File: config.mk
export PLATFORM = sky130hd
export DESIGN_NAME = ipx_out
export DESIGN_NICKNAME = d
export VERILOG_FILES = /design/src/rtl/ipx_pkg.sv /design/src/rtl/ipx_out.sv
export SDC_FILE = /design/constraint.sdc
export NUM_CORES = 1
export LEC_CHECK = 0
export BUFFER_PORTS_ARGS = -buffer_cell sky130_fd_sc_hd__buf_2
export CORE_AREA = 2 2 59 61
export DETAILED_ROUTE_END_ITERATION = 10
export DIE_AREA = 0 0 61 63
export PLACE_DENSITY = 0.84
export SLEW_MARGIN = 20
export SYNTH_ARGS = -nofsm -noshare
export SYNTH_HDL_FRONTEND = slang
export SYNTH_SLANG_ARGS = --single-unit
export TNS_END_PERCENT = 10
File: constraint.sdc
create_clock -name clk -period 4.6 [get_ports clk]
set_input_delay 0 -clock clk [delete_from_list [all_inputs] [get_ports clk]]
set_output_delay 0 -clock clk [all_outputs]
set_load 0.05 [all_outputs]
File: src/rtl/ipx_pkg.sv
// Shared types and constants for the iterated page expander.
// No dependencies; imported by every ipx module and the top level.
package ipx_pkg;

  localparam int PAGE_BYTES_DEF = 4096;
  localparam int COUNT_W        = 13;
  localparam int LEN_W          = 16;
  localparam int BYTE_W         = 8;

  typedef enum logic [1:0] {
    OP_START = 2'd0,
    OP_FEED  = 2'd1,
    OP_PULL  = 2'd2
  } op_t;

  typedef enum logic [2:0] {
    ST_ACCEPTED = 3'd0,
    ST_BYTE     = 3'd1,
    ST_NEED     = 3'd2,
    ST_BUSY     = 3'd3,
    ST_DONE     = 3'd4,
    ST_ERROR    = 3'd5
  } status_t;

  typedef enum logic [2:0] {
    PH_IDLE    = 3'd0,
    PH_HEADER  = 3'd1,
    PH_PATTERN = 3'd2,
    PH_EMIT    = 3'd3,
    PH_DONE    = 3'd4,
    PH_ERROR   = 3'd5
  } phase_t;

  // Result of one transaction, minus the byte that comes from the store.
  typedef struct packed {
    status_t              status;
    logic [COUNT_W-1:0]   count;
    logic                 is_byte;
  } res_t;

  // Store access strobes.
  typedef struct packed {
    logic wr_en;
    logic rd_en;
  } mem_ctl_t;

endpackage

File: src/rtl/ipx_out.sv
// Result pipeline: one stage aligned with the store read, then the output
// register. Depends on ipx_pkg.
module ipx_out (
  input  logic                         clk,
  input  logic                         rst_n,
  input  logic                         acc,
  input  ipx_pkg::res_t                res,
  input  logic [ipx_pkg::BYTE_W-1:0]   rdata,
  output logic                         in_ready,
  output logic                         out_valid,
  input  logic                         out_ready,
  output ipx_pkg::status_t             out_status,
  output logic [ipx_pkg::BYTE_W-1:0]   out_byte,
  output logic [ipx_pkg::COUNT_W-1:0]  out_count
);
  import ipx_pkg::*;

  logic              s1_valid_r, s1_valid_nxt;
  res_t              s1_res_r;
  logic              o_valid_r, o_valid_nxt;
  status_t           o_status_r;
  logic [BYTE_W-1:0] o_byte_r;
  logic [COUNT_W-1:0] o_count_r;
  logic              mv;

  assign mv       = s1_valid_r && (!o_valid_r || out_ready);
  assign in_ready = !s1_valid_r || !o_valid_r || out_ready;

  always_comb begin
    s1_valid_nxt = acc ? 1'b1 : (mv ? 1'b0 : s1_valid_r);
    o_valid_nxt  = mv ? 1'b1 : (out_ready ? 1'b0 : o_valid_r);
  end

  always_ff @(posedge clk) begin
    if (!rst_n) begin
      s1_valid_r <= 1'b0;
      o_valid_r  <= 1'b0;
    end else begin
      s1_valid_r <= s1_valid_nxt;
      o_valid_r  <= o_valid_nxt;
    end
  end

  always_ff @(posedge clk) begin
    if (acc) begin
      s1_res_r <= res;
    end
    if (mv) begin
      o_status_r <= s1_res_r.status;
      o_count_r  <= s1_res_r.count;
      o_byte_r   <= s1_res_r.is_byte ? rdata : '0;
    end
  end

  assign out_valid  = o_valid_r;
  assign out_status = o_status_r;
  assign out_byte   = o_byte_r;
  assign out_count  = o_count_r;

endmodule

==> After elaboration in Yosys (flattened, before gate mapping) <==
Cells that the tools add are included.
W data, S select, Z words.
{ "word_totals": {"reg_bits": 43, "latchBits": 0, "ram_bits": 0, "mem_bits_ro": 0, "output_inout_bits": 26, "n_memories": 0} }
{ "classes": {"addsub": 0, "n_mul": 0, "div": 0, "n_lt_le_gt_ge": 0, "n_eq_ne": 0, "shift": 0, "muxes": 4, "bitwise": 0, "reduce_logical": 8} }
{ "ops": {"columns": ["op", "n"], "rows": [
  ["$mux W1", 4],
  ["$reduce_bool A2 Y1", 2],
  ["$logic_or A1 B1 Y1", 3],
  ["$logic_not A1 Y1", 2],
  ["$logic_and A1 B1 Y1", 1]
]} }

==> Logic depth before layout (Yosys ltp) <==
Gate-level depths: netlist of run 1.
{ "logic_depth": {"word_depth": 5, "ltp_mapped": 2} }

==> Least setup slack after synthesis of run 1 <==
Ideal clock, no wire load.
{ "synth_timing": {"path_type": "flip-flop to flip-flop", "start": "register o_valid_r, in the netlist out_valid", "end": "register o_byte_r[0], in the netlist out_byte[0] (enable)", "setup_time_ps": 408, "arrival_ps": 1811, "setup_slack_ps": 2382, "stages_incl_launch_ff": 3, "path_buffers": 0, "synth_period_minus_slack_ps": 2218, "cell_sequence": "dfxtp_1 -> nor2b_2 -> nor2b_1"} }
{ "synth_via": {"elab_chain_len": 3} }
{ "synth_rtl": {"columns": ["item", "line_no", "source"], "rows": [
  ["from (decl)", "ipx_out.sv:20", "logic o_valid_r, o_valid_nxt;"],
  ["from (signal assigned)", "ipx_out.sv:40", "o_valid_r <= o_valid_nxt;"],
  ["$logic_not A1 Y1", "ipx_out.sv:26", "assign mv = s1_valid_r && (!o_valid_r || out_ready);"],
  ["$logic_or A1 B1 Y1", "ipx_out.sv:26", null],
  ["$logic_and A1 B1 Y1", "ipx_out.sv:26", null],
  ["net mv", "ipx_out.sv:24", "logic mv;"],
  ["to (signal assigned)", "ipx_out.sv:51", "o_byte_r <= s1_res_r.is_byte ? rdata : '0;"],
  ["to (decl)", "ipx_out.sv:22", "logic [BYTE_W-1:0] o_byte_r;"]
]} }
The timed path passes the listed nets, and every way through them passes these cells.
A chain may end at the register's enable or synchronous reset.

==> Worst setup path in the final report of run 1 <==
{ "layout_timing": {"start": "register o_valid_r, in the netlist out_valid", "end": "register o_byte_r[2], in the netlist out_byte[2] (enable)"} }
Same word-level chain as after synthesis.

==> metrics.md, run 1 <==
| Metric | Value |
|---|---|
| Initial antenna violation count | `0` |
| Mapped Area | `approximately 1400 µm²` |
| Outcome | `complete, no violations` |
| Most repeated cell in the gate-level netlist after synthesis | `sky130_fd_sc_hd__edfxtp_1` |
| Hold depth | `1` |
| Buffers added on ports | `54` |
| Longest Clk Path Bufs | `2` |
| I/O pin count | `55` |
| Global-route wire length before repair | `approximately 3400 µm` |
| Largest family of logic cells by synthesized area | `simple AND/OR/NAND/NOR gates` |
| H-Tree Depth | `2` |
| DP Wirelength | `around 1500 µm` |
| Clock Pin Slew Worst Setup and Hold Paths | `between 0.1 and 0.15 ns` |
| Nature of the critical path endpoint | `flop` |
| Synthesized area divided by synthesized cell count | `roughly 24 µm²` |
| Fin. max-slew vios | `0` |
| Pin count of the biggest net entering global routing | `25` |
| DR pass1 iterations | `4` |
| Clock latency of the later-clocked register in the worst-skew pair | `around 0.34 ns` |
| Synthesis-stage register bit count | `43` |
| Number of buffers inserted by hold repair at cts | `28` |
| Postcts setup bufs | `0` |
| Non-filler cells, final | `193` |
| Startpoint type of the worst setup path | `flop` |
| Hold crit path type | `primary input to flop` |
| Adder-cell area share of the yosys netlist | `0` |
| Number of max-cap violations | `0` |
| DRC violation count after routing | `0` |
| Worst path setup slack after routing | `roughly 3.2 ns` |
| TritonCTS clock tree | `built` |
| Part of the Yosys area used for sequential elements | `0.933` |
| Worst Hold Endpoint | `s1_res_r[1]` |
| Tightest slew margin relative to the limit | `0.582` |
| Post-placement cell area | `between 1500 and 2000 µm²` |
| Total wire length | `around 2300 µm` |
| Unrepaired setup endpoints after global routing | `no` |
| Post-Route Setup TNS | `0 ns` |
| Number of enable-type register cells in the synthesized netlist | `a little over 40` |
| Required time reported for the critical path endpoint | `between 4 and 5 ns` |
| Worst slack at placement | `2.89 ns` |
| Arrival time of data at the critical path endpoint | `1.38 ns` |
| Most common library cells after synthesis | `sky130_fd_sc_hd__edfxtp_1, sky130_fd_sc_hd__and2_1, sky130_fd_sc_hd__dfxtp_1` |
| Final GP Congestion | `0.628` |
| Timing-limited maximum frequency | `roughly 0.7 GHz` |
| Avg WL per Cell | `roughly 12 µm` |
| Die extent in x | `around 61 µm` |
| Worst reg2reg startpoint | `out_valid` |
| Minimum hold slack | `a little over 0.09 ns` |
| Ys Warns | `0` |
| Top cells by area in the synthesized netlist | `sky130_fd_sc_hd__edfxtp_1, sky130_fd_sc_hd__and2_1, sky130_fd_sc_hd__dfxtp_1` |
| Distinct cell type count of the synthesized netlist | `8` |
| Fraction of the mapped netlist area in compound gates | `0.0119` |
| Most used flip-flop cell after synthesis | `sky130_fd_sc_hd__edfxtp_1` |
| Global Route Usage Sum | `0.127` |
| Final antenna-violating net count | `0` |
| Nets | `175` |
| Areal power density over the cells | `between 300 and 400 nW/µm²` |
| Critical hold path startpoint | `acc` |
| Skew final | `0.00942 ns` |
| Simple logic cell fraction of the synthesized area | `0.0551` |
| Worst reg2reg path endpoint | `out_byte[2]` |
| Cell row count | `21` |
| Starting Density | `0.422` |
| P&R area growth vs syn | `49.4%` |
| Post-DR vias/cell | `approximately 4.1` |
| Reported leakage power | `0.000807 µW` |
| Core Area | `between 3000 and 4000 µm²` |
| Number of buffers added by the clock tree synthesis step | `5` |
| Number of global-route vias before repair | `around 810` |
| Largest area contributor in the netlist | `sky130_fd_sc_hd__edfxtp_1` |
| Detailed-route via count | `800` |
| VDD IR max | `~0.13 mV` |
| Xor and xnor area share after synthesis | `0` |
| Number of cells traversed by the worst register-to-register path | `2` |
| Hold Violations, Final | `0` |
| Syn_nets | `86` |
| Design area | `2040 µm²` |
| Final clock period utilization by the worst path | `0.304` |
| Root cell of the clock tree | `sky130_fd_sc_hd__clkbuf_4` |
| Inserted Diodes | `0` |
| Gate Count Post-Synth | `between 50 and 60` |
| Placed cells | `157` |
| Count of clock tree sinks | `43` |
| Maximum net fanout on the critical path | `24` |
| Post-route minimum period | `between 1 and 1.5 ns` |
| Die ar. | `between 3000 and 4000 µm²` |
| Fraction of final layout cells sized beyond drive strength 1 | `0.435` |
| Fraction of synthesized area in multiplexers | `0` |
| Vert. Die Dim | `63 µm` |
| Asr flop ratio synth | `0` |
| Post-CTS sizing | `0` |
| Setup Crit Path Kind | `flop to flop` |
| Slack of the worst reg-to-reg path | `about 3.2 ns` |
| Yosys top cell area share | `0.904` |
| Detailed router's first-iteration violation count | `24` |
| Tightest Pin Transition | `about 0.63 ns` |
| Total congestion overflow after global routing | `0` |
| Count of endpoints failing setup in the final report | `0` |
| Fill cell instance count of the final layout | `roughly 240` |
## cells in the final DEF, fill, tap and decap left out, drive strengths merged
| cell type | synthesis | routed |
|---|---|---|
| dlygate4sd3 | 0 | 28 |
| edfxtp | 41 | 41 |
| clkinv | 0 | 1 |
| clkinvlp | 0 | 2 |
| dfxtp | 2 | 2 |
| nand2 | 1 | 1 |
| buf | 0 | 54 |
| o21a | 1 | 1 |
| and2 | 9 | 9 |
| clkbuf | 0 | 5 |
| a22o | 1 | 1 |
| nor2b | 2 | 2 |
## flip-flops by register name, summed over array words and instances, names as in the netlist
register and cells:
out_byte 8, out_count 13, out_status 3, out_valid 1, s1_res_r 17, s1_valid_r 1
## worst max path at each step
stage                               to  slack (ns)      start  cells past startpoint
after global routing      out_count[7]        3.11  out_valid                      2
after detailed placement   out_byte[2]        2.89  out_valid                      2
final                      out_byte[2]        3.20  out_valid                      2
after floorplan            out_byte[0]        2.38  out_valid                      2
after CTS                 out_count[4]        2.87  out_valid                      2
after global placement     out_byte[1]        2.94  out_valid                      2
## worst max-delay path, cell delays in order, from the launching register on
cell and delay [ns]:
sky130_fd_sc_hd__dfxtp_1 0.33, sky130_fd_sc_hd__nor2b_2 0.18, sky130_fd_sc_hd__nor2b_4 0.52
## stage by stage
stage	util	total power [µW]
floorplan	-	522
global placement	0.524	547
detailed placement	0.524	550
CTS	0.628	735
global route	0.630	760
finish	0.630	728
## metal layers
metal | global-route usage | share of wire | routed length, µm
met4 | 0.0571 | 0.022 | 51
met5 | 0 | 0 | 0
met2 | 0.215 | 0.50 | 1140
met1 | 0.130 | 0.39 | 879
met3 | 0.0559 | 0.092 | 211
## layout make-up
class	count	area [µm²]	area share
Sequential cell	43	1270	0.624
Timing Repair Buffer	82	551	0.270
Multi-Input combinational cell	14	98.8	0.0486
Tap cell	46	57.6	0.0283
Clock buffer	5	37.5	0.0184
Clock inverter	3	20.0	0.00983
## cells by family after synthesis
group	count (synthesis)
and+or+nand+nor	12
AOI/OAI and AO/OA	2
DFF	43
## power breakdown
part           total, µW  internal, µW  leakage (µW)  switching, µW
sequential           465           458      0.000409           7.19
combinational       94.8          35.2      0.000370           59.6
clock                169          58.4     0.0000272            110
total                728           551      0.000807            177
(Power assumes the default switching activity.)
==> inputs of run 2 (changes only) <==
==> constraint.sdc (replaced) <==
create_clock -name clk -period 1.3 [get_ports clk]
set_input_delay 0 -clock clk [delete_from_list [all_inputs] [get_ports clk]]
set_output_delay 0 -clock clk [all_outputs]
set_load 0.05 [all_outputs]
==> run 2 against run 1 <==
  * Non-clock buffer count unchanged
  * Sequential cell count did not move
  * Critical endpoint is now in_ready
  * Clock skew fell by 0.0021 ns
  * Final area up 1.0%
  * Largest power group unchanged
  * Die area unchanged
  * Critical path depth increased by 1
  * Register-to-register slack got worse by 3.0 ns
  * First-iteration DRC count shrank 46%
  * Combinational power rose to 3.6 times the previous value
  * Clock power increased to 3.9 times the previous value
==> metrics.md, run 2 (synthesized netlist as in run 1, its figures left out) <==
| Metric | Value |
|---|---|
| Worst slack at placement | `0.221 ns (was 2.89 ns)` |
| Nets | `175 (unchanged)` |
| Design area | `2060 µm² (was 2040 µm²)` |
| Timing-limited maximum frequency | `roughly 0.85 GHz` |
| Fraction of final layout cells sized beyond drive strength 1 | `0.442 (was 0.435)` |
| Post-layout total power | `2650 µW (was 728 µW)` |
| Number of cells traversed by the worst register-to-register path | `3 (was 2)` |
| Number of buffers inserted by hold repair at cts | `27 (was 28)` |
| Cell row count | `21 (unchanged)` |
| Total congestion overflow after global routing | `0 (unchanged)` |
| Skew final | `0.00729 ns (was 0.00942 ns)` |
| Core Area | `3230 µm² (unchanged)` |
| H-Tree Depth | `2 (unchanged)` |
| Avg WL per Cell | `14.0 µm (was 11.8 µm)` |
| Detailed-route via count | `838 (was 800)` |
| Initial antenna violation count | `0 (unchanged)` |
| Postcts setup bufs | `0 (unchanged)` |
| DP Wirelength | `1550 µm (was 1460 µm)` |
| Vert. Die Dim | `63 µm (unchanged)` |
| DRC violation count after routing | `0 (unchanged)` |
| TritonCTS clock tree | `built (unchanged)` |
| Outcome | `complete, no violations (unchanged)` |
| Maximum net fanout on the critical path | `4 (was 24)` |
| Highest-count cells in the layout ignoring fill and taps | `sky130_fd_sc_hd__buf_2, sky130_fd_sc_hd__edfxtp_1, sky130_fd_sc_hd__dlygate4sd3_1 (unchanged)` |
| Met3 routed WL | `196 µm (was 211 µm)` |
| Required time reported for the critical path endpoint | `1.30 ns (was 4.58 ns)` |
| Post-placement cell area | `1730 µm² (was 1690 µm²)` |
| Worst path setup slack after routing | `0.118 ns (was 3.20 ns)` |
| Global-route wire length before repair | `4140 µm (was 3370 µm)` |
| Largest register by flop count | `s1_res_r (unchanged)` |
| Wire length on met1 | `992 µm (was 879 µm)` |
| Worst reg2reg path endpoint | `out_count[6] (was out_byte[2])` |
| Detailed router's first-iteration violation count | `13 (was 24)` |
| Tightest slew margin relative to the limit | `0.735 (was 0.582)` |
| Reported leakage power | `0.000819 µW (was 0.000807 µW)` |
| Final antenna-violating net count | `0 (unchanged)` |
| Sequential cell area | `1270 µm² (about the same)` |
| Areal power density over the cells | `1290 nW/µm² (was 358 nW/µm²)` |
| Inserted Diodes | `0 (unchanged)` |
| Post-CTS sizing | `0 (unchanged)` |
| Slack of the worst reg-to-reg path | `0.20 ns (was 3.20 ns)` |
| Count of clock tree sinks | `43 (unchanged)` |
| Nature of the critical path endpoint | `primary output (was flop)` |
| Fill cell instance count of the final layout | `243 (was 235)` |
| Utilization after layout | `0.636 (was 0.630)` |
| Die extent in x | `61 µm (unchanged)` |
| Final GP Congestion | `0.630 (was 0.628)` |
| Tightest Pin Transition | `0.397 ns (was 0.626 ns)` |
| Hold crit path type | `primary input to flop (unchanged)` |
| Pin count of the biggest net entering global routing | `25 (unchanged)` |
| Root cell of the clock tree | `sky130_fd_sc_hd__clkbuf_4 (unchanged)` |
| Buffers added on ports | `54 (unchanged)` |
| Number of buffers added by the clock tree synthesis step | `5 (unchanged)` |
| Longest Clk Path Bufs | `2 (unchanged)` |
| I/O pin count | `55 (unchanged)` |
| Die ar. | `3840 µm² (unchanged)` |
| Post-route minimum period | `1.18 ns` |
| Worst reg2reg startpoint | `out_valid (unchanged)` |
| DR pass1 iterations | `3 (was 4)` |
| Clock latency of the later-clocked register in the worst-skew pair | `0.34 ns (about the same)` |
| Unrepaired setup endpoints after global routing | `no (unchanged)` |
| Hold Violations, Final | `0 (unchanged)` |
| Arrival time of data at the critical path endpoint | `1.18 ns (was 1.38 ns)` |
| Most frequent standard cell in the layout excluding fill and tap cells | `sky130_fd_sc_hd__buf_2 (unchanged)` |
| Max FFs per register | `17 (unchanged)` |
| VDD IR max | `0.831 mV (was 0.130 mV)` |
| Final clock period utilization by the worst path | `0.909` |
| Number of max-cap violations | `0 (unchanged)` |
| Starting Density | `0.422 (unchanged)` |
| Setup Crit Path Kind | `flop to primary output (was flop to flop)` |
| Fin. max-slew vios | `0 (unchanged)` |
| Sum of met2 wire segment lengths after detailed routing | `1490 µm (was 1140 µm)` |
| Critical path startpoint | `out_valid (unchanged)` |
| Worst Setup EP | `in_ready (was out_byte[2])` |
| Post-DR vias/cell | `4.34 (was 4.15)` |
| Area taken by multi-input logic gates | `104 µm² (was 98.8 µm²)` |
| P&R area growth vs syn | `51.0% (was 49.4%)` |
| Clock Pin Slew Worst Setup and Hold Paths | `0.12 ns (about the same)` |
| Count of endpoints failing setup in the final report | `0 (unchanged)` |
| Total wire length | `2710 µm (was 2280 µm)` |
| Startpoint type of the worst setup path | `flop (unchanged)` |
| Global Route Usage Sum | `0.162 (was 0.127)` |
| Number of global-route vias before repair | `885 (was 809)` |
| Uppermost routed layer | `met4 (unchanged)` |
run 2: cell count changes in the layout (fill, tap and decap cells not counted):
cell	previous run	this run
sky130_fd_sc_hd__dfxtp_1	2	1
sky130_fd_sc_hd__clkinvlp_4	2	0
sky130_fd_sc_hd__nor2b_4	1	2
sky130_fd_sc_hd__nor2b_2	1	0
sky130_fd_sc_hd__buf_12	0	1
sky130_fd_sc_hd__dfxtp_4	0	1
sky130_fd_sc_hd__dlygate4sd3_1	28	27
sky130_fd_sc_hd__clkbuf_8	0	1
sky130_fd_sc_hd__clkbuf_1	0	1
run 2: worst min path at each step:
stage / depth (start not counted) / slack [ns] / from / to
final: 1 / 0.10 / acc / s1_res_r[2]
after global routing: 1 / 0.09 / acc / s1_res_r[0]
after CTS: 1 / 0.09 / acc / s1_res_r[8]
after detailed placement: 1 / 0.18 / res[2] / s1_res_r[2]
after global placement: 1 / 0.18 / res[14] / s1_res_r[14]
after floorplan: 0 / 0.1 / res[0] / s1_res_r[0]
run 2: critical path, stage by stage, from the launching register on:
cell and delay [ns]:
sky130_fd_sc_hd__dfxtp_4 0.36, sky130_fd_sc_hd__nor2b_4 0.19, sky130_fd_sc_hd__nand2_1 0.08, sky130_fd_sc_hd__buf_2 0.21
run 2: layout make-up:
class	instances	share of cell area
sequential	43	0.620
multi-input combinational	14	0.0505
clock inverter	1	0.00243
clock buffer	7	0.0268
timing repair buffer	82	0.273
tap	46	0.0280
run 2: per-stage QoR:
stage / hold WS (ns) / TNS, ns / std cells
floorplan: 0.0989 / -0.651 / 57
detailed placement: 0.178 / 0 / 158
global route: 0.0877 / 0 / 193
finish: 0.103 / 0 / 193
global placement: 0.176 / 0 / 158
CTS: 0.0914 / 0 / 193
run 2: routing by layer:
metal | track usage | vias to the layer above
met5 | 0 | -
met4 | 0.0897 | 0
met3 | 0.0683 | 2
met2 | 0.270 | 41
met1 | 0.163 | 399
li1 | - | 396
run 2: power by group:
part | leakage [µW] | total, µW | internal, µW | switching, µW
clock | 0.0000353 | 656 | 263 | 393
combinational | 0.000374 | 346 | 131 | 215
sequential | 0.000410 | 1650 | 1620 | 28.0
total | 0.000819 | 2650 | 2010 | 637
