$ cat src/rtl/ipx_pkg.sv
// Shared types and constants for the iterated page expander.
// No dependencies; imported by every ipx module and the top level.
package ipx_pkg;

  localparam int PAGE_BYTES_DEF = 4096;
  localparam int COUNT_W        = 13;
  localparam int LEN_W          = 16;
  localparam int BYTE_W         = 8;

  typedef enum logic [1:0] {
    OP_START = 2'd0,
    OP_FEED  = 2'd1,
    OP_PULL  = 2'd2
  } op_t;

  typedef enum logic [2:0] {
    ST_ACCEPTED = 3'd0,
    ST_BYTE     = 3'd1,
    ST_NEED     = 3'd2,
    ST_BUSY     = 3'd3,
    ST_DONE     = 3'd4,
    ST_ERROR    = 3'd5
  } status_t;

  typedef enum logic [2:0] {
    PH_IDLE    = 3'd0,
    PH_HEADER  = 3'd1,
    PH_PATTERN = 3'd2,
    PH_EMIT    = 3'd3,
    PH_DONE    = 3'd4,
    PH_ERROR   = 3'd5
  } phase_t;

  // Result of one transaction, minus the byte that comes from the store.
  typedef struct packed {
    status_t              status;
    logic [COUNT_W-1:0]   count;
    logic                 is_byte;
  } res_t;

  // Store access strobes.
  typedef struct packed {
    logic wr_en;
    logic rd_en;
  } mem_ctl_t;

endpackage

$ cat src/rtl/ipx_ctrl.sv
// Page parse/expand control: phase machine, header assembly, counters,
// store write/read requests. Depends on ipx_pkg.
module ipx_ctrl #(
  parameter int PAGE_BYTES = ipx_pkg::PAGE_BYTES_DEF
) (
  input  logic                          clk,
  input  logic                          rst_n,
  input  logic                          acc,
  input  logic [1:0]                    opcode,
  input  logic [ipx_pkg::LEN_W-1:0]     src_len,
  input  logic [ipx_pkg::BYTE_W-1:0]    src_byte,
  output ipx_pkg::res_t                 res,
  output ipx_pkg::mem_ctl_t             mem_ctl,
  output logic [$clog2(PAGE_BYTES)-1:0] mem_addr,
  output logic [ipx_pkg::BYTE_W-1:0]    mem_wdata
);
  import ipx_pkg::*;

  localparam int AW = $clog2(PAGE_BYTES);
  localparam int CW = $clog2(PAGE_BYTES + 1);
  localparam logic [CW-1:0] PAGE_C = CW'(PAGE_BYTES);

  phase_t             phase_r, phase_nxt;
  logic [23:0]        hdr_r, hdr_nxt;
  logic [1:0]         hidx_r, hidx_nxt;
  logic [LEN_W-1:0]   plen_r, plen_nxt;
  logic [LEN_W-1:0]   reps_r, reps_nxt;
  logic [AW-1:0]      pos_r, pos_nxt;
  logic [LEN_W-1:0]   taken_r, taken_nxt;
  logic [LEN_W-1:0]   slen_r, slen_nxt;
  logic [CW-1:0]      total_r, total_nxt;

  op_t                op;
  logic               in_src;
  logic               have_src;
  logic               absorb;
  logic [BYTE_W-1:0]  ab;
  logic [LEN_W-1:0]   h_count;
  logic [LEN_W-1:0]   h_len;
  logic [31:0]        h_prod;
  logic [CW-1:0]      room;
  logic               hdr_last;
  logic               pat_last;
  logic               emit_pull;
  logic               big_page;

  assign op        = op_t'(opcode);
  assign in_src    = (phase_r == PH_HEADER) || (phase_r == PH_PATTERN);
  assign have_src  = taken_r < slen_r;
  assign absorb    = acc && in_src &&
                     (((op == OP_FEED) && have_src) || ((op == OP_PULL) && !have_src));
  assign ab        = (op == OP_FEED) ? src_byte : '0;
  assign hdr_last  = (hidx_r == 2'd3);
  assign h_count   = hdr_r[15:0];
  assign h_len     = {ab, hdr_r[23:16]};
  assign h_prod    = h_count * h_len;
  assign room      = PAGE_C - total_r;
  assign pat_last  = (32'(pos_r) + 32'd1) >= 32'(plen_r);
  assign emit_pull = acc && (op == OP_PULL) && (phase_r == PH_EMIT);
  assign big_page  = 32'(src_len) >= 32'(PAGE_BYTES);

  // Next phase
  always_comb begin
    phase_nxt = phase_r;
    if (acc && (op == OP_START)) begin
      phase_nxt = big_page ? PH_DONE : PH_HEADER;
    end else if (absorb && (phase_r == PH_HEADER) && hdr_last) begin
      if (h_count == '0) begin
        phase_nxt = PH_DONE;
      end else if (h_len == '0) begin
        phase_nxt = PH_HEADER;
      end else if (h_prod > 32'(room)) begin
        phase_nxt = PH_ERROR;
      end else begin
        phase_nxt = PH_PATTERN;
      end
    end else if (absorb && (phase_r == PH_PATTERN) && pat_last) begin
      phase_nxt = PH_EMIT;
    end else if (emit_pull && pat_last && (reps_r == LEN_W'(1))) begin
      phase_nxt = PH_HEADER;
    end
  end

  // Datapath registers, result and store requests
  always_comb begin
    hdr_nxt    = hdr_r;
    hidx_nxt   = hidx_r;
    plen_nxt   = plen_r;
    reps_nxt   = reps_r;
    pos_nxt    = pos_r;
    taken_nxt  = taken_r;
    slen_nxt   = slen_r;
    total_nxt  = total_r;
    mem_ctl    = '0;
    mem_addr   = pos_r;
    mem_wdata  = ab;
    res.status = ST_BUSY;
    res.is_byte = 1'b0;

    if (acc) begin
      unique case (op)
        OP_START: begin
          taken_nxt  = '0;
          slen_nxt   = src_len;
          total_nxt  = '0;
          reps_nxt   = '0;
          plen_nxt   = '0;
          pos_nxt    = '0;
          hdr_nxt    = '0;
          hidx_nxt   = '0;
          res.status = big_page ? ST_DONE : ST_ACCEPTED;
        end
        OP_FEED: begin
          if (in_src && have_src) res.status = ST_ACCEPTED;
        end
        OP_PULL: begin
          case (phase_r) inside
            PH_HEADER, PH_PATTERN: res.status = have_src ? ST_NEED : ST_BUSY;
            PH_EMIT: begin
              res.status   = ST_BYTE;
              res.is_byte  = 1'b1;
              mem_ctl.rd_en = 1'b1;
              total_nxt    = total_r + CW'(1);
              pos_nxt      = pos_r + AW'(1);
              if (pat_last) begin
                pos_nxt  = '0;
                reps_nxt = reps_r - LEN_W'(1);
                if (reps_r == LEN_W'(1)) begin
                  hdr_nxt  = '0;
                  hidx_nxt = '0;
                end
              end
            end
            PH_DONE: res.status = ST_DONE;
            default: res.status = ST_ERROR;
          endcase
        end
        default: res.status = ST_BUSY;
      endcase

      if (absorb) begin
        if (op == OP_FEED) taken_nxt = taken_r + LEN_W'(1);
        if (phase_r == PH_HEADER) begin
          hidx_nxt = hidx_r + 2'd1;
          case (hidx_r)
            2'd0:    hdr_nxt[7:0]   = ab;
            2'd1:    hdr_nxt[15:8]  = ab;
            2'd2:    hdr_nxt[23:16] = ab;
            default: begin
              reps_nxt = h_count;
              plen_nxt = h_len;
              pos_nxt  = '0;
              hdr_nxt  = '0;
            end
          endcase
        end else begin
          mem_ctl.wr_en = 1'b1;
          pos_nxt = pat_last ? '0 : pos_r + AW'(1);
        end
      end
    end
    res.count = COUNT_W'(total_nxt);
  end

  always_ff @(posedge clk) begin
    if (!rst_n) begin
      phase_r <= PH_IDLE;
      hdr_r   <= '0;
      hidx_r  <= '0;
      plen_r  <= '0;
      reps_r  <= '0;
      pos_r   <= '0;
      taken_r <= '0;
      slen_r  <= '0;
      total_r <= '0;
    end else begin
      phase_r <= phase_nxt;
      hdr_r   <= hdr_nxt;
      hidx_r  <= hidx_nxt;
      plen_r  <= plen_nxt;
      reps_r  <= reps_nxt;
      pos_r   <= pos_nxt;
      taken_r <= taken_nxt;
      slen_r  <= slen_nxt;
      total_r <= total_nxt;
    end
  end

endmodule

$ cat config.mk
export PLATFORM = sky130hd
export DESIGN_NAME = ipx_ctrl
export DESIGN_NICKNAME = d
export VERILOG_FILES = /design/src/rtl/ipx_pkg.sv /design/src/rtl/ipx_ctrl.sv
export SDC_FILE = /design/constraint.sdc
export NUM_CORES = 1
export LEC_CHECK = 0
export BUFFER_PORTS_ARGS = -buffer_cell sky130_fd_sc_hd__clkbuf_2
export CAP_MARGIN = 20
export CORE_ASPECT_RATIO = 1.2
export CORE_MARGIN = 2
export CORE_UTILIZATION = 65
export CTS_CLUSTER_DIAMETER = 80
export DETAILED_ROUTE_END_ITERATION = 6
export MAX_ROUTING_LAYER = met4
export PLACE_DENSITY_LB_ADDON = 0.2
export SLEW_MARGIN = 10
export SYNTH_ARGS = -nofsm -noshare
export SYNTH_HDL_FRONTEND = slang
export SYNTH_SLANG_ARGS = --single-unit
$ cat constraint.sdc
create_clock -name clk -period 17.36 [get_ports clk]
set_input_delay 0.868 -clock clk [delete_from_list [all_inputs] [get_ports clk]]
set_output_delay 0.868 -clock clk [all_outputs]
set_load 0.03 [all_outputs]
# --- Word level (Yosys, flattened, before mapping) ---
# Index checks and enable logic that the tools add are counted.
totals:
  regBits: 118
  inputBits: 29
  out_inout_bits: 39
  wordCells: 125
classes:
  add_sub_neg: 7
  multipliers: 1
  magnitude_cmp: 4
  n_eq_ne: 10
  n_mux: 66
  n_reduce_logical: 28
op_table:
  columns: ["operator", "n"]
  rows:
  - ["16-bit two-way mux", 13]
  - ["24-bit two-way mux", 6]
  - ["12-bit two-way mux", 6]
  - ["24-bit one-hot mux with 2 select lines", 1]
  - ["8-bit one-hot mux with 2 select lines", 3]
  - ["13-bit two-way mux", 3]
  - ["3-bit two-way mux", 12]
  - ["32-bit by 13-bit > comparator with 1-bit output", 1]
  - ["16-bit logical NOT", 2]
  - ["16-bit by 16-bit multiplier with 32-bit output", 1]
  - ["16-bit one-hot mux with 2 select lines", 1]
  - ["13-bit one-hot mux with 2 select lines", 1]
  - ["12-bit one-hot mux with 2 select lines", 1]
  - ["16-bit by 1-bit adder with 16-bit output (second input constant)", 1]
  - ["16-bit by 1-bit equality test with 1-bit output (second input constant)", 1]
  - ["13-bit by 16-bit >= comparator with 1-bit output", 1]
  - ["16-bit by 13-bit >= comparator with 1-bit output (second input constant)", 1]
  - ["16-bit less-than comparator", 1]
  - ["2-bit two-way mux", 8]
  - ["16-bit by 1-bit subtractor with 16-bit output (second input constant)", 1]
  - ["1-bit logical AND", 14]
  - ["12-bit by 1-bit adder with 13-bit output (second input constant)", 1]
  - ["13-bit by 1-bit adder with 13-bit output (second input constant)", 1]
  - ["13-bit subtractor (first input constant)", 1]
  - ["other kinds (18)", 34]

# --- Longest topological paths before layout ---
# Gate-level depths: netlist of run 1.
depth:
  word_depth: 10
  mapped_depth: 33
  depth_no_buf: 30

# --- Worst setup path after synthesis of run 1 ---
# OpenSTA, ideal clock, no wires.
synth_timing:
  path_kind: "input to register"
  from: "input opcode[0]"
  to: "register phase_r[2]"
  setup_time_ns: 0.115
  t_arrival_ns: 8.010
  t_required_ns: 17.245
  setup_slack_ns: 9.235
  stages: 26
  path_buffers: 4
  path_cell_list: "nor2b_1 clkbuf_1 and2_1 clkbuf_1 clkbuf_1 nand2_1 fa_1 fa_1 inv_1 fa_1 fa_1 fa_1 inv_1 fa_1 inv_1 ha_1 buf_6 a21oi_2 o2111a_1 a22oi_4 and4_2 or4_4 nor4_2 and4bb_1 o2bb2ai_1 o21a_1"
synth_via:
  elab_chain_cells: 9
  elab_cells_between_ends: 27
  cone_classes: "mul: 1; order compare: 1; eq/ne: 2; mux: 7; reduce/logical: 16"
synth_lines:
  columns: ["item", "line", "rtl"]
  rows:
  - ["start, declared", "ipx_ctrl.sv:9", "input logic [1:0] opcode,"]
  - ["2-bit by 1-bit equality test with 1-bit output *", "ipx_ctrl.sv:52", "assign ab = (op == OP_FEED) ? src_byte : '0;"]
  - ["8-bit two-way mux *", "ipx_ctrl.sv:52", null]
  - ["named net mem_wdata, one bit", "ipx_ctrl.sv:15", "output logic [ipx_pkg::BYTE_W-1:0] mem_wdata"]
  - ["16-bit by 16-bit multiplier with 32-bit output", "ipx_ctrl.sv:56", "assign h_prod = h_count * h_len;"]
  - ["32-bit by 13-bit > comparator with 1-bit output", "ipx_ctrl.sv:72", "end else if (h_prod > 32'(room)) begin"]
  - ["3-bit two-way mux", "ipx_ctrl.sv:72", null]
  - ["3-bit two-way mux *", "ipx_ctrl.sv:70", "end else if (h_len == '0) begin"]
  - ["3-bit two-way mux *", "ipx_ctrl.sv:68", "if (h_count == '0) begin"]
  - ["3-bit two-way mux *", "ipx_ctrl.sv:67", "end else if (absorb && (phase_r == PH_HEADER) && hdr_last) begin"]
  - ["3-bit two-way mux *", "ipx_ctrl.sv:65", "if (acc && (op == OP_START)) begin"]
  - ["end signal, assigned", "ipx_ctrl.sv:177", "phase_r <= phase_nxt;"]
  - ["end, declared", "ipx_ctrl.sv:23", "phase_t phase_r, phase_nxt;"]
# Mark *: on every way through the listed nets, which the timed path passes. The rest lies on a longest branch.
# A chain may end at the register's enable or synchronous reset.

# --- Worst setup path in the final report of run 1 ---
layout_timing:
  from: "input opcode[1]"
  to: "register phase_r[0]"
layout_via:
  elab_chain_cells: 9
  elab_cells_between_ends: 27
  cone_classes: "mul: 1; order compare: 1; eq/ne: 2; mux: 7; reduce/logical: 16"
layout_lines:
  columns: ["item", "line"]
  rows:
  - ["2-bit by 1-bit equality test with 1-bit output / 2-bit equality test (equally long branches)", "ipx_ctrl.sv:51, ipx_ctrl.sv:52, ipx_ctrl.sv:59"]
  - ["8-bit two-way mux / 1-bit logical AND (equally long branches)", "ipx_ctrl.sv:52, ipx_ctrl.sv:51"]
  - ["16-bit by 16-bit multiplier with 32-bit output / 1-bit logical OR (equally long branches)", "ipx_ctrl.sv:56, ipx_ctrl.sv:51"]
  - ["32-bit by 13-bit > comparator with 1-bit output / 1-bit logical AND (equally long branches)", "ipx_ctrl.sv:72, ipx_ctrl.sv:50"]
  - ["3-bit two-way mux / 1-bit logical AND (equally long branches)", "ipx_ctrl.sv:72, ipx_ctrl.sv:77"]
  - ["3-bit two-way mux / 1-bit logical AND (equally long branches)", "ipx_ctrl.sv:70, ipx_ctrl.sv:77"]
  - ["3-bit two-way mux (on tied branches)", "ipx_ctrl.sv:68, ipx_ctrl.sv:77"]
  - ["3-bit two-way mux", "ipx_ctrl.sv:67"]
  - ["3-bit two-way mux", "ipx_ctrl.sv:65"]
# Parallel ways exist; a longest one is shown, timed or not.

==> metrics.yaml, run 1 <==
vias: 13600
avgSynthCellArea_um2: 8.26
reg2reg_depth: 26
setup.worst_path.start: "opcode[1]"
dieArea_um2: 25400
wire_per_inst_um: 18.9
drv_cap: 0
drive_above_1_share_pct: 8.13
totalPowerFinal_mw: 0.708
grt_pass1_wl_um: 70200
layout-area-overhead-vs-synth_pct: 6.85
post_cts_buffers: 0
die_w_um: 146
worstSetupEndpoint: "phase_r[0]"
cts_num_sinks: 118
critPathMaxStageDelay_ns: 0.76
final_cell_count_no_fill: 2228
grt_use_total_pct: 35.4
wirelength_um: 42200
synth_edf_count: 0
grt_max_degree: 61
power_density_nw_per_um2: 42.2
final_max_slew_viol_count: 0
avgViaCountPerCell: 6.09
pre_cts_slack_ns: 8.46
postRouteAntennaNets: 0
grt_pass1_vias: 14100
fin_crit_ns: 8.60
synth_nets: 2279
crit_path_frequent_cell: "fa_1"
timing.rr.end: "phase_r[0]"
slowest_stage: "and2_1"
syn_area_um2: 15700
coreArea_um2: 23800
slew_headroom_pct: 25.8
root_buffer: "clkbuf_16"
pin_count: 68
fin_crit_sh_pct: 49.5
setup_violations: 0
finalNetCount: 2273
postCtsHoldBufs: 0
p_leak_nw: 8.25
cts_buffers: 17
cp.arrival_ns: 8.88
skew_ns: 0.00740
route.detailed.drc: 0
syn_inst: 1900
hold_viol: 0
hold_class: "flip-flop to flip-flop"
path_class: "input pin to flip-flop"
htreeDepth: 4
r2r_start: "hdr_r[2]"
tightest_slew_ns: 1.11
holdWs_ns: 0.454
irDropWorstVdd_mv: 0.0642
place_congestion: 0.938
start_util_pct: 65.9
overflow: 0
rsz0062_at_grt: "no"
setup_ws_ns: 8.76
async_reset_ff_share_pct: 0
ys_seq_area_share_pct: 15.0
first_pass_iters: 5
rows: 62
dpl.cell_count: 2195
synth_ff_type: "dfxtp_1"
dieHeight_um: 174
port-buffer-count: 67
cp_max_fo: 60
tns_ns: 0
ys_warn_count: 0
regToRegSetupSlack_ns: 9.40
max_freq_ghz: 0.116
cts_tree: "done"
cts_resized: 0
clk_latency_ns: 0.43
ys_ff_latch: 118
antenna_found_initial: 0
end_kind: "flip-flop"
drt_iter0_drc: 1000
status: "complete, no violations"
detailed_place_hpwl_um: 32000
cp-start-kind: "input pin"
yosysUniqueCellTypes: 77
clock_path_buffers: 2
cp.required_ns: 17.64
clk_pin_slew_ns: 0.06
==> layout by cell type (no fill, tap or decap), types with 7 or more instances in the layout <==
cell type / n
o211ai_1: 15
clkbuf_16: 17
and3_1: 63
a211oi_1: 8
xnor2_1: 29
nand4_1: 19
nand2_1: 280
o21ai_1: 11
buf_4: 25
o21a_1: 7
nor2_1: 87
a21oi_2: 9
dfxtp_1: 118
a22o_1: 11
nand3_1: 22
a21oi_1: 88
o21ai_0: 31
nor3_1: 29
or3_1: 11
clkbuf_2: 67
a32o_1: 27
a22oi_1: 20
xor2_1: 37
inv_1: 290
nand2b_1: 20
a21o_1: 26
ha_1: 156
nor4_1: 16
fa_1: 194
and2_1: 47
a31oi_1: 15
==> cell type report <==
class / count / area (um2)
repair buffers: 92 / 523
clock buffers: 17 / 425
well taps: 320 / 400
diodes: 1 / 2.50
inverters: 291 / 1090
clock inverters: 15 / 218
fillers: 1935 / 7040
flip-flops and latches: 118 / 2360
multi-input cells: 1374 / 11800
==> metrics by stage <==
step                utilization (%)  cell area (um2)
floorplan                         -            15700
global placement               67.7            16100
detailed placement             67.7            16100
CTS                            70.4            16800
global route                   70.4            16800
finish                         70.4            16800
==> per-layer routing <==
layer | part of all wire, % | global-route usage, % | up-vias
met5 | 0 | - | -
met4 | 4.7 | 17.6 | 0
met3 | 7.1 | 5.33 | 137
met2 | 50 | 58.9 | 592
met1 | 38 | 42.0 | 6622
li1 | - | - | 6218
==> power by group <==
part	internal [mW]	switching, mW	leakage, nW
clock network	0.244	0.143	0.316
logic	0.0125	0.0341	6.98
registers	0.272	0.00134	0.952
total	0.529	0.179	8.25
==> state kept, by name, indices dropped and copies added (netlist names) <==
register / cells
total_r: 13
mem_addr: 12
slen_r: 16
taken_r: 16
plen_r: 16
hdr_r: 24
hidx_r: 2
reps_r: 16
phase_r: 3
==> worst min-delay path by stage <==
stage | from | end | cells after the start | slack, ns
global placement | slen_r[8] | slen_r[8] | 2 | 0.44
global route | slen_r[1] | slen_r[1] | 2 | 0.48
finish | slen_r[4] | slen_r[4] | 2 | 0.45
detailed placement | slen_r[4] | slen_r[4] | 2 | 0.45
floorplan | reps_r[12] | reps_r[12] | 2 | 0.44
CTS | slen_r[4] | slen_r[4] | 2 | 0.46
==> logic make-up (layout without fill, tap and decap cells) <==
kind of cell	Yosys count	in the layout	synth area share, %
buffers and inverters	408	415	10.2
AOI/OAI and AO/OA	313	313	13.8
muxes	7	7	0.462
other	0	1	0
adders and majority gates	350	350	37.2
xor gates and xnor gates	66	66	3.68
DFF	118	118	15.0
and+or+nand+nor	638	638	19.6
==> cells in the mapped netlist, types with 12 or more instances <==
master | n | area, um2
a31oi_1 | 15 | 93.8
a21o_1 | 26 | 195
fa_1 | 194 | 3880
xnor2_1 | 29 | 254
dfxtp_1 | 118 | 2360
clkbuf_1 | 88 | 330
ha_1 | 156 | 1950
nand2b_1 | 20 | 125
nand3_1 | 22 | 110
o211ai_1 | 15 | 113
nor4_1 | 16 | 100
nor3_1 | 29 | 145
nor2_1 | 88 | 330
a32o_1 | 27 | 270
and2_1 | 47 | 294
a22oi_1 | 20 | 150
buf_1 | 12 | 45.0
and3_1 | 63 | 394
o21ai_0 | 31 | 155
nand4_1 | 19 | 119
nand2_1 | 280 | 1050
a21oi_1 | 88 | 440
inv_1 | 291 | 1090
xor2_1 | 37 | 324
==> worst max-delay path, delay by kind of cell <==
family	cells	cell delay, ns
simple gates	8	2.32
buf+inv	5	0.76
fa+ha+maj	7	3.55
compound gates	5	1.34
Power figures use the tool's default switching activity.
==> run 2, diff against run 1 <==
clock period = 9 ns   (was 17.36 ns; I/O delays follow)
==> metrics.yaml, run 2 (synthesis gave the netlist of run 1 again) <==
drt_iter0_drc: 933  # -6.7%
finalNetCount: 2280  # +0.31%
hold_viol: 0  # unchanged
detailed_place_hpwl_um: 33700  # +5.5%
cts_num_sinks: 118  # unchanged
hold_class: "input pin to flip-flop"
tightest_slew_ns: 1.02  # -0.0871 ns
first_pass_iters: 5  # unchanged
clock_path_buffers: 2  # unchanged
dieHeight_um: 174  # unchanged
cp.required_ns: 9.28  # -8.36 ns
pre_cts_slack_ns: 0.594  # -7.86 ns
end_kind: "flip-flop"
totalPowerFinal_mw: 1.29  # +82%
avgViaCountPerCell: 6.11  # +0.34%
cp-start-kind: "input pin"
root_buffer: "clkbuf_16"
max_freq_ghz: 0.123
rows: 62  # unchanged
postCtsHoldBufs: 0  # unchanged
power_density_nw_per_um2: 76.7  # +82%
grt_use_total_pct: 36.4  # +1.0 points
p_leak_nw: 8.25  # about the same
route.detailed.drc: 0  # unchanged
cts_tree: "done"
post_cts_buffers: 0  # unchanged
vias: 13700  # +0.61%
cts_resized: 0  # unchanged
stdcell_area_um2: 16800  # -0.13%
htreeDepth: 4  # unchanged
fin_crit_ns: 8.10
overflow: 0  # unchanged
coreArea_um2: 23800  # unchanged
drive_above_1_share_pct: 8.41  # +0.28 points
largest_reg_flops: 24  # unchanged
dieArea_um2: 25400  # unchanged
final_cell_mix: "290 x inv_1, 280 x nand2_1, 194 x fa_1"
wire_per_inst_um: 19.6  # +3.4%
top_register: "hdr_r"
clk_latency_ns: 0.43  # about the same
start_util_pct: 65.9  # unchanged
num-fill-cells: 1915  # -1.0%
final_max_slew_viol_count: 0  # unchanged
path_class: "input pin to flip-flop"
status: "complete, no violations"
cp.arrival_ns: 8.38  # -0.50 ns
cts_buffers: 17  # unchanged
clk_pin_slew_ns: 0.06  # about the same
place_congestion: 0.943  # +0.51%
cp_max_fo: 59  # -1.7%
pin_count: 68  # unchanged
setup_ws_ns: 0.901  # -7.86 ns
grt_pass1_wl_um: 71800  # +2.3%
antennaDiodeCount: 0  # -1
layout_commonest_cell: "inv_1"
skew_ns: 0.00854  # +0.00113 ns
fin_crit_sh_pct: 90.0
drv_cap: 0  # unchanged
port-buffer-count: 67  # unchanged
grt_max_degree: 60  # -1.6%
setup_violations: 0  # unchanged
postPlaceCellArea_um2: 16200  # +0.33%
rsz0062_at_grt: "no"
antenna_found_initial: 0  # unchanged
slew_headroom_pct: 31.7  # +5.9 points
die_w_um: 146  # unchanged
wirelength_um: 43700  # +3.7%
layout-area-overhead-vs-synth_pct: 6.71
postRouteAntennaNets: 0  # unchanged
irDropWorstVdd_mv: 0.123  # +92%
grt_pass1_vias: 14100  # +0.50%
tns_ns: 0  # unchanged
run 2: cell types whose count changed in the layout (fill, tap and decap cells not counted), sizes merged:
cell,before,now
inv,295,297
clkinv,7,5
diode,1,0
clkbuf,84,85
bufinv,4,1
clkinvlp,0,2
buf,25,32
run 2: metal layers:
layer / share of wire (%) / global-route usage [%] / wire length (um)
met5: 0 / - / 0
met4: 5.9 / 20.0 / 2590
met3: 6.9 / 5.59 / 3000
met2: 49 / 60.1 / 21300
met1: 39 / 42.7 / 16900
run 2: report_power, final:
part / leakage (nW) / switching, mW / total, mW / internal, mW
combinational: 7.02 / 0.0667 / 0.0913 / 0.0246
sequential: 0.952 / 0.00244 / 0.528 / 0.526
clock: 0.276 / 0.279 / 0.666 / 0.388
run 2: stage by stage:
step	hold WS [ns]	cells	util, %
after global placement	0.444	2202	67.9
after detailed placement	0.450	2202	67.9
after floorplan	0.435	1900	-
after global routing	0.256	2234	70.3
final	0.245	2234	70.3
after CTS	0.233	2234	70.3
run 2: area by class of cell:
| type | count | area (um2) | share of cell area, % |
|---|---|---|---|
| clock buffers | 18 | 429 | 2.56 |
| inverters | 291 | 1090 | 6.52 |
| clock inverters | 14 | 143 | 0.851 |
| flip-flops and latches | 118 | 2360 | 14.1 |
| multi-input cells | 1374 | 11800 | 70.1 |
| well taps | 320 | 400 | 2.39 |
| repair buffers | 99 | 576 | 3.44 |
run 2: worst max-delay path, cell delays in order:
cell and delay (ns):
clkbuf_2 0.22, nor2b_2 0.20, buf_4 0.40, and2_1 0.60, nand2_1 0.19, fa_1 0.57
inv_1 0.05, fa_1 0.46, fa_1 0.53, fa_1 0.54, fa_1 0.55, inv_1 0.06
fa_1 0.53, inv_1 0.04, ha_1 0.37, a21oi_1 0.32, o21a_1 0.20, o32ai_1 0.07
a2111oi_0 0.51, o211ai_1 0.16, or4_1 0.44, nor4_2 0.25, nand4_1 0.21, nor3_2 0.34
nor4_1 0.09
run 2: final timing paths:
kind / start / end / slack, ns / depth (start not counted)
hold reg to reg: slen_r[9] / slen_r[9] / 0.46 / 2
setup reg to reg: hdr_r[22] / phase_r[0] / 0.98 / 26
setup / recovery: opcode[1] / phase_r[0] / 0.90 / 25
hold / removal: src_len[9] / slen_r[9] / 0.25 / 3
